**config.mk**
```make
export PLATFORM = sky130hd
export DESIGN_NAME = per_channel_windowed_peak_meter_top
export DESIGN_NICKNAME = d
export VERILOG_FILES = /design/src/rtl/pcwpm_pkg.sv /design/src/rtl/pcwpm_ram.sv /design/src/rtl/pcwpm_update.sv /design/src/rtl/per_channel_windowed_peak_meter_top.sv
export SDC_FILE = /design/constraint.sdc
export NUM_CORES = 1
export LEC_CHECK = 0
export BUFFER_PORTS_ARGS = -buffer_cell sky130_fd_sc_hd__buf_2
export CAP_MARGIN = 10
export CORE_MARGIN = 2
export CORE_UTILIZATION = 59
export CTS_BUF_LIST = sky130_fd_sc_hd__clkbuf_2
export CTS_CLUSTER_DIAMETER = 60
export DETAILED_ROUTE_END_ITERATION = 8
export PLACE_DENSITY = 0.79
export SLEW_MARGIN = 20
export SYNTH_ARGS = -nofsm -noshare
export SYNTH_HDL_FRONTEND = slang
export SYNTH_SLANG_ARGS = --single-unit
```
**constraint.sdc**
```tcl
create_clock -name clk -period 8.4 [get_ports clk]
set_input_delay 2.1 -clock clk [delete_from_list [all_inputs] [get_ports clk]]
set_output_delay 2.1 -clock clk [all_outputs]
set_load 0.02 [all_outputs]
```
**src/rtl/pcwpm_pkg.sv**
```systemverilog
package pcwpm_pkg;

  localparam int CHANNELS = 25;
  localparam int CH_W     = 5;
  localparam int ADDR_W   = $clog2(CHANNELS);
  localparam int SMP_W    = 16;
  localparam int MAG_W    = 15;
  localparam int POS_W    = 16;

  localparam logic [POS_W-1:0] WINDOW_RESET = 16'd735;

  // One channel's stored state.
  typedef struct packed {
    logic [POS_W-1:0] pos;
    logic [MAG_W-1:0] peak_l;
    logic [MAG_W-1:0] peak_r;
  } entry_t;

  localparam int ENTRY_W = $bits(entry_t);

  // Magnitude of a 16-bit two's complement sample; -32768 saturates.
  function automatic logic [MAG_W-1:0] magnitude(input logic [SMP_W-1:0] v);
    logic [SMP_W-1:0] neg;
    neg = ~v + 1'b1;
    if (!v[SMP_W-1]) begin
      magnitude = v[MAG_W-1:0];
    end else if (neg[SMP_W-1]) begin
      magnitude = {MAG_W{1'b1}};
    end else begin
      magnitude = neg[MAG_W-1:0];
    end
  endfunction

endpackage

```
**src/rtl/pcwpm_ram.sv**
```systemverilog
module pcwpm_ram #(
  parameter int WIDTH = 8,
  parameter int DEPTH = 16
) (
  input  logic                     clk,
  input  logic                     we,
  input  logic [$clog2(DEPTH)-1:0] waddr,
  input  logic [WIDTH-1:0]         wdata,
  input  logic                     re,
  input  logic [$clog2(DEPTH)-1:0] raddr,
  output logic [WIDTH-1:0]         rdata
);

  logic [WIDTH-1:0] mem [DEPTH];

  // Read returns old data on a same-address write; rdata holds when idle.
  always_ff @(posedge clk) begin
    if (we) begin
      mem[waddr] <= wdata;
    end
    if (re) begin
      rdata <= mem[raddr];
    end
  end

endmodule

```
**src/rtl/pcwpm_update.sv**
```systemverilog
module pcwpm_update (
  input  pcwpm_pkg::entry_t                 cur,
  input  logic [pcwpm_pkg::MAG_W-1:0]       mag_l,
  input  logic [pcwpm_pkg::MAG_W-1:0]       mag_r,
  input  logic [pcwpm_pkg::POS_W-1:0]       window_samples,
  output pcwpm_pkg::entry_t                 nxt,
  output logic                              start
);

  logic [pcwpm_pkg::POS_W-1:0] win;
  logic [pcwpm_pkg::POS_W:0]   pos_inc;

  always_comb begin
    win     = (window_samples == '0) ? pcwpm_pkg::POS_W'(1) : window_samples;
    pos_inc = {1'b0, cur.pos} + 1'b1;
    start   = (cur.pos == '0);

    if (start) begin
      nxt.peak_l = mag_l;
      nxt.peak_r = mag_r;
    end else begin
      nxt.peak_l = (mag_l > cur.peak_l) ? mag_l : cur.peak_l;
      nxt.peak_r = (mag_r > cur.peak_r) ? mag_r : cur.peak_r;
    end

    // Wrap once the window is full; also catches a shortened window.
    if (pos_inc >= {1'b0, win}) begin
      nxt.pos = '0;
    end else begin
      nxt.pos = pos_inc[pcwpm_pkg::POS_W-1:0];
    end
  end

endmodule

```
**src/rtl/per_channel_windowed_peak_meter_top.sv**
```systemverilog
// Per-channel windowed peak meter.
//
// Input channel (in_valid/in_ready): one word per stereo sample pair, tagged
// with its channel number (0..24, 24 is the master mix). Output channel
// (out_valid/out_ready): one word per input word, in order, carrying the
// channel's updated left/right peak magnitudes and a flag marking the first
// sample of a new peak window. Config channel (cfg_valid/cfg_ready): one word
// sets window_samples (0 acts as 1); write only while the meter is idle.
//
// An accepted word is registered in the update stage, then in the output
// register. Throughput is one word per cycle while out_ready stays high:
// per-channel state sits in a 25-entry RAM, read when the word is accepted
// and written back as it leaves the update stage. A same-channel word
// accepted during that write-back gets the fresh state via a forwarding register.
//
// Reset clears all flow control, loads window_samples with 735, and marks
// every channel entry as empty, so it reads as zero until first written.
// When the receiver stalls, the output register holds its word, the update
// stage holds one more, and in_ready drops; nothing is lost or repeated.
// Channel numbers 25..31 leave state alone and report zero peaks.
module per_channel_windowed_peak_meter_top (
  input  logic                              clk,
  input  logic                              rst,
  // config
  input  logic                              cfg_valid,
  output logic                              cfg_ready,
  input  logic [pcwpm_pkg::POS_W-1:0]       cfg_data,
  // input words
  input  logic                              in_valid,
  output logic                              in_ready,
  input  logic [pcwpm_pkg::CH_W-1:0]        channel,
  input  logic signed [pcwpm_pkg::SMP_W-1:0] left_sample,
  input  logic signed [pcwpm_pkg::SMP_W-1:0] right_sample,
  // output words
  output logic                              out_valid,
  input  logic                              out_ready,
  output logic [pcwpm_pkg::CH_W-1:0]        out_channel,
  output logic [pcwpm_pkg::MAG_W-1:0]       peak_left,
  output logic [pcwpm_pkg::MAG_W-1:0]       peak_right,
  output logic                              window_start
);

  logic [pcwpm_pkg::POS_W-1:0] window_samples;

  // update stage (s1)
  logic                          s1_valid;
  logic                          s1_in_range;
  logic [pcwpm_pkg::CH_W-1:0]    s1_channel;
  logic [pcwpm_pkg::MAG_W-1:0]   s1_mag_l;
  logic [pcwpm_pkg::MAG_W-1:0]   s1_mag_r;
  logic                          s1_entry_ok;   // entry written since reset
  logic                          s1_fwd;        // same-cycle write hit our read
  pcwpm_pkg::entry_t             s1_fwd_data;

  logic [pcwpm_pkg::CHANNELS-1:0] entry_valid;

  logic                          in_fire;
  logic                          in_range;
  logic                          s1_adv;
  logic                          wr_en;
  logic [pcwpm_pkg::ADDR_W-1:0]  rd_addr;
  logic [pcwpm_pkg::ADDR_W-1:0]  wr_addr;
  logic [pcwpm_pkg::ENTRY_W-1:0] ram_rdata;
  pcwpm_pkg::entry_t             cur;
  pcwpm_pkg::entry_t             nxt;
  logic                          start;

  assign cfg_ready = 1'b1;

  assign s1_adv   = s1_valid && (!out_valid || out_ready);
  assign in_ready = !s1_valid || s1_adv;
  assign in_fire  = in_valid && in_ready;
  assign in_range = (channel < pcwpm_pkg::CH_W'(pcwpm_pkg::CHANNELS));
  assign rd_addr  = channel[pcwpm_pkg::ADDR_W-1:0];
  assign wr_addr  = s1_channel[pcwpm_pkg::ADDR_W-1:0];
  assign wr_en    = s1_adv && s1_in_range;

  pcwpm_ram #(
    .WIDTH (pcwpm_pkg::ENTRY_W),
    .DEPTH (pcwpm_pkg::CHANNELS)
  ) u_state_ram (
    .clk   (clk),
    .we    (wr_en),
    .waddr (wr_addr),
    .wdata (nxt),
    .re    (in_fire && in_range),
    .raddr (rd_addr),
    .rdata (ram_rdata)
  );

  // Current entry: forwarded write, empty entry (zero), or RAM data.
  always_comb begin
    if (s1_fwd) begin
      cur = s1_fwd_data;
    end else if (!s1_entry_ok) begin
      cur = '0;
    end else begin
      cur = ram_rdata;
    end
  end

  pcwpm_update u_update (
    .cur            (cur),
    .mag_l          (s1_mag_l),
    .mag_r          (s1_mag_r),
    .window_samples (window_samples),
    .nxt            (nxt),
    .start          (start)
  );

  // Control state
  always_ff @(posedge clk) begin
    if (rst) begin
      window_samples <= pcwpm_pkg::WINDOW_RESET;
      entry_valid    <= '0;
      s1_valid       <= 1'b0;
      out_valid      <= 1'b0;
    end else begin
      if (cfg_valid && cfg_ready) begin
        window_samples <= cfg_data;
      end
      if (wr_en) begin
        entry_valid[wr_addr] <= 1'b1;
      end
      if (in_fire) begin
        s1_valid <= 1'b1;
      end else if (s1_adv) begin
        s1_valid <= 1'b0;
      end
      if (s1_adv) begin
        out_valid <= 1'b1;
      end else if (out_ready) begin
        out_valid <= 1'b0;
      end
    end
  end

  // Payload: update stage
  always_ff @(posedge clk) begin
    if (in_fire) begin
      s1_in_range <= in_range;
      s1_channel  <= channel;
      s1_mag_l    <= pcwpm_pkg::magnitude(left_sample);
      s1_mag_r    <= pcwpm_pkg::magnitude(right_sample);
      s1_entry_ok <= in_range && entry_valid[rd_addr];
      s1_fwd      <= in_range && wr_en && (wr_addr == rd_addr);
      s1_fwd_data <= nxt;
    end
  end

  // Payload: output register
  always_ff @(posedge clk) begin
    if (s1_adv) begin
      out_channel <= s1_channel;
      if (s1_in_range) begin
        peak_left    <= nxt.peak_l;
        peak_right   <= nxt.peak_r;
        window_start <= start;
      end else begin
        peak_left    <= '0;
        peak_right   <= '0;
        window_start <= 1'b0;
      end
    end
  end

endmodule
```
==> flow_summary.ini <==
[finish]
stdcell_count = 4662
area_growth_pct = 9.575
seqCellArea_um2 = 40380
fin_nets = 3372
fillers = 6054
drive_above_1_share_pct = 28.21
multi_input_comb_area_um2 = 13380

[power_and_ir_drop]
power_density_nw_per_um2 = 224.2
internal_power_uw = 9926
p_clk_share_pct = 31.3
combPwrFrac_pct = 9.1
power_switching_uw = 3389
swShare_pct = 25.45
ir_drop_uv = 129.3
leakagePower_uw = 0.02020
power_frac_seq_pct = 59.5

[clocking]
post-cts-setup-buffer-count = 0
cts-resized-gates = 0
cts_buffers = 334
cts_tree = done
clk_latency_ns = 1.56
root_buffer = clkbuf_2
cts.sinks = 1359
clkSlewWorstSetupHoldPaths_ns = 0.11
clock_path_buffers = 4
holdBufCountCts = 0
h-tree-depth = 5

[flow_run]
maxCapViolCount = 0

[placement]
dpl.cell_count = 4111
dp_slack_ns = 2.549
gp_congestion = 0.9049
portBuffers = 95
hpwl_um = 68240

[synthesis]
synth_xor_area_share_pct = 0.6463
ys.warnings.count = 0
syn_nets = 3024
syn-instance-count = 2916
synth.distinct_cells = 64
synth_compound_area_share_pct = 4.787
ys.flop_type = edfxtp_1
synth_top_family_by_area = multiplexers
yosys.area_share.simple_pct = 3.788
syn_area_um2 = 54210
synth_fa_ha_area_share_pct = 1.154
ys_seq_elements = 1359
netlist.area_leader.share_pct = 72.90
synth_area_leaders = edfxtp_1 73%, mux4_2 10%, mux2i_1 3.1%
muxShareOfSynthArea_pct = 13.54
yosys.area.top_type = edfxtp_1
synthArstFlopShare_pct = 0
synth_enable_flop_cells = 1316
yosysSeqAreaShare_pct = 74.49
syn_avg_cell_area_um2 = 18.59

[floorplan]
initial_core_util_pct = 59.32
pin_count = 97
die_y_um = 307.1
die_w_um = 307.1
coreArea_um2 = 91390
rows = 111
die-area_um2 = 94310

[worst_hold_path]
hold_class = flip-flop to flip-flop

[timing]
fin_skew_ns = 0.2091
final.period_utilization_pct = 67.70
finalSetupViolCount = 0
tightest_slew_ns = 1.165
finalHoldViolations = 0
max_slew_margin_pct = 22.36
rsz0062_at_grt = false
setup_ws_ns = 2.713
fin_crit_ns = 5.687
tns_ns = 0
slew_viol_final = 0
max_freq_mhz = 175.8

[critical_path]
critPathRequiredTime_ns = 9.44
path_max_fanout = 26
arrival_ns = 6.73
end_kind = flip-flop
worst_setup_path_start_kind = flip-flop
critical_path_class = flip-flop to flip-flop

[routing]
routedWlPerCell_um = 27.99
vias = 30471
vias_per_cell = 6.536
remaining_drc_errors = 0
drt-total-wl_um = 130500
drt_iter0_markers = 3865
ant_nets = 0
drt_pass1_iterations = 8

[global_routing]
antenna_found_initial = 2
grt_pass1_vias = 31332
grt_max_degree = 117
grt_overflow = 0
grt_pass1_wl_um = 192400
grtUsageTotal_pct = 27.95

[outcome]
status = complete, no violations
## cells in the final DEF, fill, tap and decap left out, types with 14 or more instances in the layout
master,Yosys,routed
edfxtp_1,1316,1316
clkbuf_2,0,465
mux4_2,251,251
nand2_1,170,169
mux2i_1,166,165
nor2_1,160,136
a21oi_1,113,112
buf_2,38,91
buf_4,7,74
o21ai_0,69,69
clkinv_1,0,62
ha_1,50,50
dfxtp_1,43,43
inv_1,39,39
o221ai_1,38,38
a22oi_1,33,33
xor2_1,26,26
nor2_4,0,22
nand3_1,20,20
o211ai_1,18,18
xnor2_1,14,14
a31oi_1,22,14
a311oi_1,15,14
## routing by layer
layer / vias to the layer above / wire [um] / share of wire, % / GRT usage (%)
met4: 2 / 3530 / 2.7 / 10.32
met3: 276 / 14220 / 11 / 6.444
met5: - / 18 / 0.014 / 0
li1: 12698 / - / - / -
met1: 15478 / 48620 / 37 / 37.83
met2: 2017 / 64110 / 49 / 45.06
## cell type report
| cell class | count | area share [%] |
|---|---|---|
| clock inverter | 81 | 0.8595 |
| inverter | 40 | 0.2612 |
| multi-input combinational | 1355 | 22.53 |
| timing repair buffer | 174 | 1.944 |
| clock buffer | 465 | 3.918 |
| antenna | 2 | 0.008426 |
| tap | 1186 | 2.498 |
| sequential | 1359 | 67.98 |
## cell usage after synthesis, types with 33 or more instances
| cell | count |
|---|---|
| ha_1 | 50 |
| nor2_1 | 160 |
| o221ai_1 | 38 |
| clkbuf_1 | 84 |
| edfxtp_1 | 1316 |
| a22oi_1 | 33 |
| buf_2 | 38 |
| inv_1 | 39 |
| o21ai_0 | 69 |
| mux2i_1 | 166 |
| nand2_1 | 170 |
| dfxtp_1 | 43 |
| mux4_2 | 251 |
| a21oi_1 | 113 |
## power groups by stage
stage / Combinational, uW / Clock (uW) / Sequential [uW]
2_1_floorplan: 751 / 0 / 8080
3_3_place_gp: 1110 / 0 / 8070
3_5_place_dp: 1180 / 0 / 8080
4_1_cts: 1180 / 4240 / 7930
5_1_grt: 1310 / 4580 / 7940
6_report: 1220 / 4170 / 7930
## state kept, by name, summed over array words and instances (netlist names)
name	cells
s1_fwd	1
s1_in_range	1
out_channel	5
s1_mag_r	15
s1_entry_ok	1
u_state_ram.mem	1150
entry_valid	25
peak_left	15
s1_channel	5
s1_mag_l	15
s1_fwd_data	46
u_state_ram.rdata	46
s1_valid	1
peak_right	15
window_samples	16
out_valid	1
window_start	1
## path summary, 6_finish.rpt
kind	start	to	slack, ns	cells after the start
worst max-delay path	s1_fwd	u_state_ram.mem[23][41]	2.71	14
worst min-delay path	entry_valid[5]	entry_valid[5]	0.48	2
worst max register to register	s1_fwd	u_state_ram.mem[23][41]	2.71	14
worst min register to register	entry_valid[5]	entry_valid[5]	0.48	2
## kinds of logic (layout without fill, tap and decap cells)
kind of cell | count (synthesis) | in the layout
AOI/OAI and AO/OA | 391 | 391
xor gates and xnor gates | 40 | 40
adders and majority gates | 50 | 50
buffers and inverters | 202 | 760
DFF | 1359 | 1359
muxes | 419 | 419
other | 1 | 3
and+or+nand+nor | 454 | 454
## metrics by stage
step                      power [uW]  utilization [%]  hold slack [ns]  instance area (um^2)
after CTS                      13340            64.81           0.4750                 59230
after global routing           13830            64.99           0.4923                 59390
after global placement          9186            61.70           0.4441                 56390
after detailed placement        9257            61.71           0.4546                 56390
final                          13310            64.99           0.4761                 59400
after floorplan                 8829                -           0.4244                 54210
## critical path, stage by stage (launching register included)
cell and delay (ns):
edfxtp_1 1.01, a22o_1 0.37, ha_1 0.23, inv_1 0.05, a221oi_1 0.33, and2_1 0.33
nand3_1 0.12, xor2_1 0.28, ha_1 0.30, and3_1 0.20, nand2_1 0.22, o41ai_1 0.15
a21oi_1 0.39, o21ai_2 0.39, nor3b_4 0.80
Power figures use the tool's default switching activity.
